`src/hw/rtl/imhdk_ram.sv`:
```
// ----------------------------------------------------------------------------
// imhdk_ram
// Simple dual-port memory: one write port, one registered read port.
// ----------------------------------------------------------------------------
module imhdk_ram #(
  parameter int WIDTH = 8,
  parameter int DEPTH = 16
) (
  input  logic                     clk,
  input  logic                     we,
  input  logic [$clog2(DEPTH)-1:0] waddr,
  input  logic [WIDTH-1:0]         wdata,
  input  logic [$clog2(DEPTH)-1:0] raddr,
  output logic [WIDTH-1:0]         rdata
);

  logic [WIDTH-1:0] mem [DEPTH];

  always_ff @(posedge clk) begin
    if (we) begin
      mem[waddr] <= wdata;
    end
    rdata <= mem[raddr];
  end

endmodule
```
`config.mk`:
```
export PLATFORM = sky130hd
export DESIGN_NAME = imhdk_ram
export DESIGN_NICKNAME = d
export VERILOG_FILES = /design/src/hw/rtl/imhdk_ram.sv
export SDC_FILE = /design/constraint.sdc
export NUM_CORES = 1
export LEC_CHECK = 0
export BUFFER_PORTS_ARGS = -buffer_cell sky130_fd_sc_hd__buf_4
export CORE_ASPECT_RATIO = 0.6
export CORE_MARGIN = 2
export CORE_UTILIZATION = 55
export CTS_CLUSTER_DIAMETER = 30
export DETAILED_ROUTE_END_ITERATION = 7
export HOLD_SLACK_MARGIN = 0.1
export PLACE_DENSITY = 0.76
export SYNTH_ARGS = -nofsm -noshare
export SYNTH_HDL_FRONTEND = slang
export SYNTH_SLANG_ARGS = --single-unit
```
`constraint.sdc`:
```
create_clock -name clk -period 4.9 [get_ports clk]
set_clock_uncertainty 0.15 [all_clocks]
set_input_delay 0.98 -clock clk [delete_from_list [all_inputs] [get_ports clk]]
set_output_delay 0.98 -clock clk [all_outputs]
set_load 0.01 [all_outputs]
```
==> impl_metrics.py, run 1 <==
metrics = {
    "final_layout": {
        "drive_gt1_frac": 0.281,
        "final_core_util": 0.654,
        "design_area_um2": 5960,
        "diodes": 0,
        "area_growth_pct": 15.9,
        "fin_cells": 394,
        "layout.nets": 283,
    },
    "hold_path": {
        "whs_endpoint": "rdata[0]$_DFF_P_",
        "min-delay-start": "mem[12][0]$_DFFE_PP_",
        "whs_path_depth": 3,
        "min_path_type": "flop to flop",
    },
    "timing": {
        "tightestPinTransition_ns": 1.22,
        "fmax_ghz": 0.371,
        "slew_viol_final": 0,
        "final.setup.tns_ns": 0,
        "relSlewSlack": 0.178,
        "finalCriticalPeriod_ns": 2.70,
        "fin_ws_ns": 2.20,
        "finalCritPeriodShare": 0.550,
        "timing.hold.ws_ns": 0.514,
        "rsz0062_at_grt": "no",
        "finalSetupViolations": 0,
        "hold_viol": 0,
    },
    "cts": {
        "htree_levels": 4,
        "insertion_delay_ns": 0.41,
        "cts.clk_slew.worst_paths_ns": 0.06,
        "cts_tree": "done",
        "clockBufferDepth": 2,
        "cts_resized": 0,
        "root_buffer": "clkbuf_16",
        "post_cts_buffers": 0,
        "clock-sinks": 136,
        "cts_hold_buf": 0,
        "cts_buffers": 17,
    },
    "grt": {
        "grt_antenna_before_repair": 0,
        "overflow": 0,
        "grt_max_degree": 33,
        "grt_pass1_vias": 2461,
        "track_usage": 0.216,
        "grt_pass1_wl_mm": 14.9,
    },
    "setup_path": {
        "end_kind": "flop",
        "max_stage_delay_ns": 0.95,
        "critPathMaxFanout": 8,
        "worstPathCellList": "buf_4 > or3b_2 > nor3_1",
        "cp.required_ns": 4.77,
        "start_kind": "input port",
        "regToRegSetupSlack_ns": 3.38,
        "r2r_cells": 3,
        "arrival_ns": 2.57,
        "r2r_end": "rdata[1]$_DFF_P_",
        "critPathKind": "input port to flop",
        "r2r_start": "mem[1][1]$_DFFE_PP_",
        "slowest_stage": "nor3_1",
        "critPathLaunch": "waddr[2]",
    },
    "synth": {
        "syn_nets": 247,
        "synth_cells": 229,
        "async_flop_share": 0,
        "synthesis.area_um2": 5150,
        "synthTopCellsByCount": "128 x edfxtp_1, 18 x mux4_2, 16 x a22oi_1, 14 x mux4_1, 13 x nor2_1",
        "synth-warning-count": 0,
        "ys_seq_elements": 136,
        "yosysMostFrequentCell": "edfxtp_1",
        "synth_top_area_share": 0.747,
        "ys_seq_area_frac": 0.778,
        "synth_edf_count": 128,
        "synth_flop_cell": "edfxtp_1",
        "yosys.area.top_type": "edfxtp_1",
        "yosys-top-cells-area": "edfxtp_1 75%, mux4_2 7.9%, mux4_1 7.1%",
        "synth_cell_type_count": 19,
        "avgSynthCellArea_um2": 22.5,
    },
    "floorplan": {
        "dieWidth_um": 129,
        "ios": 26,
        "die_height_um": 78.9,
        "coreArea_um2": 9120,
        "num_rows": 27,
        "die_area_um2": 10200,
        "start_util": 0.564,
    },
    "routing": {
        "wirelength_mm": 9.72,
        "route.detailed.wl_per_inst_um": 24.7,
        "drt-initial-drc-count": 264,
        "vias": 2391,
        "antenna_left": 0,
        "drc": 0,
        "vias_per_cell": 6.07,
        "dr.pass1.iters": 4,
    },
    "pwr": {
        "ir_drop_mv": 0.304,
        "p_leak_nw": 1.99,
        "power.density_nw_per_um2": 435,
        "total_power_mw": 2.59,
    },
    "job": {
        "max-cap-violations": 0,
    },
    "placed_design": {
        "placed_area_um2": 5410,
        "gp_congestion": 0.800,
        "hpwl_mm": 5.89,
        "dpl.cell_count": 362,
        "place_ws_ns": 1.80,
        "port_buffers": 25,
    },
    "run_status": {
        "status": "finished clean",
    },
}
## cells by family (layout without fill, tap and decap cells)
logic type / Yosys count / in the layout / share of synthesized area
flops: 136 / 136 / 0.778
simple gates: 35 / 35 / 0.0318
mux: 32 / 32 / 0.150
compound gates: 16 / 16 / 0.0233
buf+inv: 10 / 59 / 0.0168
## worst max-delay path, delay by kind of cell
kind	cells	cell delay (ns)
AND/OR/NAND/NOR	2	1.46
buffers and inverters	1	0.12
## worst max path at each step
| stage | slack [ns] | cells after the start | to |
|---|---|---|---|
| floorplan | 2.28 | 2 | mem[0][0]$_DFFE_PP_ |
| global placement | 2.02 | 3 | mem[0][0]$_DFFE_PP_ |
| detailed placement | 1.80 | 3 | mem[0][1]$_DFFE_PP_ |
| CTS | 2.19 | 3 | mem[0][2]$_DFFE_PP_ |
| global route | 2.10 | 3 | mem[0][1]$_DFFE_PP_ |
| finish | 2.20 | 3 | mem[0][3]$_DFFE_PP_ |
## placed cells by master, fill, tap and decap left out, types with 2 or more instances in the layout
cell type / count
mux4_2: 18
edfxtp_1: 128
dfxtp_1: 8
nand3b_1: 2
nor2_1: 13
buf_4: 27
nor3_1: 4
mux4_1: 14
clkbuf_16: 17
nand2_1: 9
a22oi_1: 16
inv_6: 5
clkinvlp_4: 2
nand2b_1: 2
clkinv_4: 6
## area by class of cell
type / instances / area [um^2]
sequential: 136 / 4000
timing repair buffer: 27 / 203
multi-input combinational: 83 / 1060
clock buffer: 18 / 439
fill: 598 / 3160
clock inverter: 14 / 116
tap: 116 / 145
## per-layer routing
layer | share of wire | GRT usage
met1 | 0.43 | 0.313
met2 | 0.46 | 0.301
met3 | 0.11 | 0.0923
met4 | 0.0020 | 0.0674
met5 | 0 | 0
## power breakdown
group          total, mW  switching [mW]  leakage (nW)  internal, mW
Clock               1.16           0.492         0.268         0.671
Sequential          1.31         0.00702          1.22          1.30
Combinational      0.123          0.0689         0.501        0.0544
Total               2.59           0.568          1.99          2.03
## state kept, by name (all words and copies together), names as in the netlist
name and flops:
mem 128, rdata 8
Note: power is estimated with default switching activity, not from simulation.
==> inputs of run 2 (changes only) <==
Clock period 4.9 ns to 2.5 ns, I/O delays scaled along.
==> run 2 against run 1 <==
- global-route usage rose by 0.22 points
- critical endpoint is now rdata[2]$_DFF_P_
- routed wire length rose by 0.85%
- die area unchanged
- sequential cell count stayed put
- power is 98% higher
- cell count rose by 5.1%
- combinational power is 110% higher
- critical path depth up 2
- non-clock buffer count increased by 20
- core utilization up 1.7 points
==> impl_metrics.py, run 2 (synthesized netlist as in run 1, its figures left out) <==
metrics = {
    "setup_path": {
        "critPathBufInv": 2,
        "arrival_ns": 1.84,
        "critPathKind": "input port to flop",
        "end_kind": "flop",
        "crit_top_cell": "buf_4",
        "start_kind": "input port",
        "max_stage_delay_ns": 0.57,
        "crit_family": "multiplexers",
        "cp.required_ns": 2.64,
        "worstPathCellList": "buf_4 > buf_4 > mux4_1 > a22oi_1 > nand2_1",
        "critPathMaxFanout": 14,
        "slowest_stage": "mux4_1",
    },
    "pwr": {
        "switchingPower_mw": 1.01,
        "internal_power_mw": 4.12,
        "seq_power_share": 0.501,
        "clockPowerShare": 0.450,
        "switching_share": 0.196,
        "ir_drop_mv": 0.813,
        "p_leak_nw": 2.09,
        "power.density_nw_per_um2": 838,
        "total_power_mw": 5.13,
        "combPwrFrac": 0.049,
    },
    "routing": {
        "route.detailed.wl_per_inst_um": 23.7,
        "dr.pass1.iters": 4,
        "drt-initial-drc-count": 259,
        "antenna_left": 0,
        "wirelength_mm": 9.80,
        "vias": 2491,
        "drc": 0,
        "vias_per_cell": 6.02,
    },
    "grt": {
        "grt_pass1_wl_mm": 15.0,
        "grt_max_degree": 33,
        "grt_antenna_before_repair": 0,
        "track_usage": 0.218,
        "overflow": 0,
        "grt_pass1_vias": 2481,
    },
    "final_layout": {
        "design_area_um2": 6120,
        "drive_gt1_frac": 0.302,
        "diodes": 0,
        "layout.nets": 303,
        "largest_registers": "mem x128, rdata x8",
        "layout_commonest_cell": "edfxtp_1",
        "top_register": "mem",
        "nFillCells": 581,
        "area_growth_pct": 18.9,
        "fin_cells": 414,
        "final_cell_mix": "128 x edfxtp_1, 46 x buf_4, 18 x mux4_2",
        "largest_reg_flops": 128,
    },
    "cts": {
        "post_cts_buffers": 0,
        "cts_tree": "done",
        "insertion_delay_ns": 0.41,
        "htree_levels": 4,
        "cts.clk_slew.worst_paths_ns": 0.05,
        "clockBufferDepth": 2,
        "root_buffer": "clkbuf_16",
        "cts_resized": 0,
        "clock-sinks": 136,
        "cts_hold_buf": 0,
        "cts_buffers": 17,
    },
    "job": {
        "max-cap-violations": 0,
    },
    "placed_design": {
        "dpl.cell_count": 382,
        "port_buffers": 25,
        "placed_area_um2": 5570,
        "gp_congestion": 0.798,
        "hpwl_mm": 6.36,
    },
    "timing": {
        "finalCriticalPeriod_ns": 1.70,
        "relSlewSlack": 0.464,
        "slew_viol_final": 0,
        "timing.hold.ws_ns": 0.259,
        "rsz0062_at_grt": "no",
        "final.setup.tns_ns": 0,
        "finalSetupViolations": 0,
        "tightestPinTransition_ns": 0.801,
        "hold_viol": 0,
        "finalCritPeriodShare": 0.679,
        "fmax_ghz": 0.589,
    },
    "hold_path": {
        "min_path_type": "input port to flop",
    },
    "floorplan": {
        "dieWidth_um": 129,
        "coreArea_um2": 9120,
        "start_util": 0.564,
        "die_height_um": 78.9,
        "num_rows": 27,
        "ios": 26,
        "die_area_um2": 10200,
    },
    "run_status": {
        "status": "finished clean",
    },
}
run 2: path summary, 6_finish.rpt:
kind                                           start                    to  slack (ns)  cells past startpoint
worst min register to register  mem[11][1]$_DFFE_PP_      rdata[1]$_DFF_P_        0.52                      3
worst min-delay path                        wdata[0]  mem[15][0]$_DFFE_PP_        0.26                      1
worst max-delay path                        raddr[0]      rdata[2]$_DFF_P_        0.80                      5
worst max register to register   mem[1][0]$_DFFE_PP_      rdata[0]$_DFF_P_        0.98                      3
run 2: final cells by class:
type,count,area [um^2],area share
Clock inverter,10,104,0.0170
Timing Repair Buffer,47,365,0.0597
Clock buffer,22,444,0.0726
Tap cell,116,145,0.0237
Multi-Input combinational cell,83,1060,0.173
Sequential cell,136,4000,0.654
run 2: stage by stage:
stage               worst slack [ns]  utilization
floorplan                      0.357            -
global placement               0.359        0.611
detailed placement             0.353        0.611
CTS                            0.789        0.671
global route                   0.731        0.671
finish                         0.802        0.671
run 2: power groups by stage:
stage / registers [mW] / clock network, mW / logic [mW]
floorplan: 2.61 / 0 / 0.129
global placement: 2.61 / 0 / 0.248
detailed placement: 2.61 / 0 / 0.255
CTS: 2.57 / 2.34 / 0.257
global route: 2.57 / 2.44 / 0.277
finish: 2.57 / 2.31 / 0.253
run 2: worst reg2reg max path: stages, from the launching register on:
cell and delay (ns):
edfxtp_1 0.36, mux4_1 0.52, a22oi_1 0.28, nand2_1 0.10
run 2: metal layers:
| metal | GRT usage | vias to the layer above | part of all wire |
|---|---|---|---|
| met1 | 0.321 | 1293 | 0.46 |
| met4 | 0.0859 | 0 | 0.011 |
| met3 | 0.0761 | 12 | 0.084 |
| met5 | 0 | - | 0 |
| met2 | 0.303 | 100 | 0.45 |
| li1 | - | 1086 | - |
==> inputs of run 3 (changes only) <==
Settings changed: CORE_UTILIZATION 55 to 54, PLACE_DENSITY 0.76 to 0.77.
Clock period 2.5 ns to 1.5 ns, I/O delays scaled along.
==> run 3 against run 2 <==
- die area is 1.8% higher
- non-clock buffer count is 13 higher
- sequential cell count stayed put
- global-route usage is 0.84 points lower
- power is 73% higher
- clock-buffer cell count is 2 lower
- via count hardly changed
- final area is 4.3% higher
- core utilization is 2.1 points higher
- sequential share of layout area is 2.7 points lower
- critical endpoint is now rdata[6]$_DFF_P_
- largest power group unchanged
==> impl_metrics.py, run 3 (synthesized netlist as in run 1, its figures left out) <==
metrics = {
    "cts": {
        "clockBufferDepth": 2,
        "cts_tree": "done",
        "htree_levels": 4,
        "cts_buffers": 17,
        "clock-sinks": 136,
        "post_cts_buffers": 0,
        "root_buffer": "clkbuf_16",
        "cts.clk_slew.worst_paths_ns": 0.05,
        "insertion_delay_ns": 0.40,
    },
    "final_layout": {
        "final_cell_mix": "128 x edfxtp_1, 44 x buf_4, 29 x mux4_2",
        "layout_commonest_cell": "edfxtp_1",
        "design_area_um2": 6380,
        "top_register": "mem",
        "fin_cells": 440,
        "layout.nets": 316,
        "drive_gt1_frac": 0.365,
        "largest_reg_flops": 128,
        "diodes": 0,
        "largest_registers": "mem x128, rdata x8",
        "area_growth_pct": 24.0,
    },
    "setup_path": {
        "critPathLaunch": "mem[2][6]$_DFFE_PP_",
        "start_kind": "flop",
        "arrival_ns": 1.57,
        "r2r_start": "mem[2][6]$_DFFE_PP_",
        "cp.required_ns": 1.63,
        "end_kind": "flop",
        "critPathMaxFanout": 1,
        "critPathKind": "flop to flop",
    },
    "floorplan": {
        "ios": 26,
        "coreArea_um2": 9220,
        "dieWidth_um": 130,
        "num_rows": 27,
        "die_area_um2": 10400,
        "start_util": 0.558,
        "die_height_um": 79.6,
    },
    "routing": {
        "drc": 0,
        "drt-initial-drc-count": 285,
        "route.detailed.wl_per_inst_um": 22.1,
        "vias_per_cell": 5.66,
        "vias": 2489,
        "wirelength_mm": 9.71,
        "dr.pass1.iters": 4,
        "antenna_left": 0,
    },
    "pwr": {
        "power.density_nw_per_um2": 1390,
        "seq_power_share": 0.482,
        "switchingPower_mw": 1.66,
        "total_power_mw": 8.89,
        "clockPowerShare": 0.465,
        "combPwrFrac": 0.053,
        "switching_share": 0.187,
        "internal_power_mw": 7.23,
        "ir_drop_mv": 0.928,
        "p_leak_nw": 2.16,
    },
    "placed_design": {
        "hpwl_mm": 6.35,
        "gp_congestion": 0.806,
        "dpl.cell_count": 401,
        "port_buffers": 25,
        "placed_area_um2": 5710,
    },
    "timing": {
        "final.setup.tns_ns": 0,
        "rsz0062_at_grt": "no",
        "hold_viol": 0,
        "finalCritPeriodShare": 0.965,
        "finalSetupViolations": 0,
        "slew_viol_final": 0,
        "finalCriticalPeriod_ns": 1.45,
        "relSlewSlack": 0.489,
        "fmax_ghz": 0.691,
        "tightestPinTransition_ns": 0.764,
    },
    "grt": {
        "grt_antenna_before_repair": 0,
        "top_usage_layer": "met1",
        "grt_pass1_vias": 2550,
        "grt_pass1_wl_mm": 14.8,
        "use_met1": 0.315,
        "overflow": 0,
        "use_met2": 0.304,
        "grtUsageMet3": 0.0630,
        "track_usage": 0.210,
        "grt_max_degree": 19,
    },
    "job": {
        "max-cap-violations": 0,
    },
    "hold_path": {
        "min-delay-start": "waddr[1]",
        "min_path_type": "input port to flop",
    },
    "run_status": {
        "status": "finished clean",
    },
}
-- run 3: cell types whose count changed in the layout (fill, tap and decap cells not counted), moves of 2 or more --
cell | previous run | this run
mux4_1 | 14 | 3
mux4_2 | 18 | 29
dlygate4sd3_1 | 0 | 8
buf_12 | 1 | 8
nor3_1 | 4 | 0
nor2_1 | 13 | 10
nor2_2 | 0 | 3
nor3_2 | 0 | 3
buf_4 | 46 | 44
bufinv_16 | 2 | 4
clkbuf_1 | 5 | 3
-- run 3: metal layers --
metal / vias to the layer above / share of wire
li1: 1097 / -
met4: 0 / 0.0078
met1: 1296 / 0.45
met5: - / 0
met2: 86 / 0.45
met3: 10 / 0.093
-- run 3: final timing paths --
path                               to  slack, ns  cells after the start
setup reg to reg     rdata[6]$_DFF_P_       0.05                      3
hold reg to reg      rdata[3]$_DFF_P_       0.52                      3
setup / recovery     rdata[6]$_DFF_P_       0.05                      3
hold / removal    mem[0][2]$_DFFE_PP_       0.26                      3
-- run 3: cell type report --
type	instances	area, um^2
multi-input combinational	83	1050
timing repair buffer	60	571
sequential	136	4000
clock buffer	20	437
tap	130	163
fill	578	2840
clock inverter	11	155
-- run 3: power groups by stage --
stage | registers [mW] | clock network [mW] | logic [mW]
2_1_floorplan | 4.36 | 0 | 0.238
3_3_place_gp | 4.36 | 0 | 0.449
3_5_place_dp | 4.36 | 0 | 0.464
4_1_cts | 4.29 | 4.20 | 0.482
5_1_grt | 4.29 | 4.36 | 0.515
6_report | 4.29 | 4.13 | 0.476
-- run 3: metrics by stage --
| step | hold WS (ns) | setup slack [ns] | util |
|---|---|---|---|
| floorplan | 0.249 | -0.0530 | - |
| global placement | 0.451 | -0.227 | 0.619 |
| detailed placement | 0.470 | -0.247 | 0.619 |
| CTS | 0.240 | 0.0437 | 0.692 |
| global route | 0.260 | 0.00279 | 0.692 |
| finish | 0.258 | 0.0528 | 0.692 |
-- run 3: worst max-delay path, cell delays in order, from the launching register on --
cell and delay [ns]:
edfxtp_1 0.38, mux4_2 0.47, a22oi_1 0.24, nand2_1 0.09
-- run 3: repair_timing --
item | 4_1_cts | 5_1_grt
hold buffers | 8 | 0
resized for setup | 0 | 0
endpoints found under the hold margin | 128 | 0
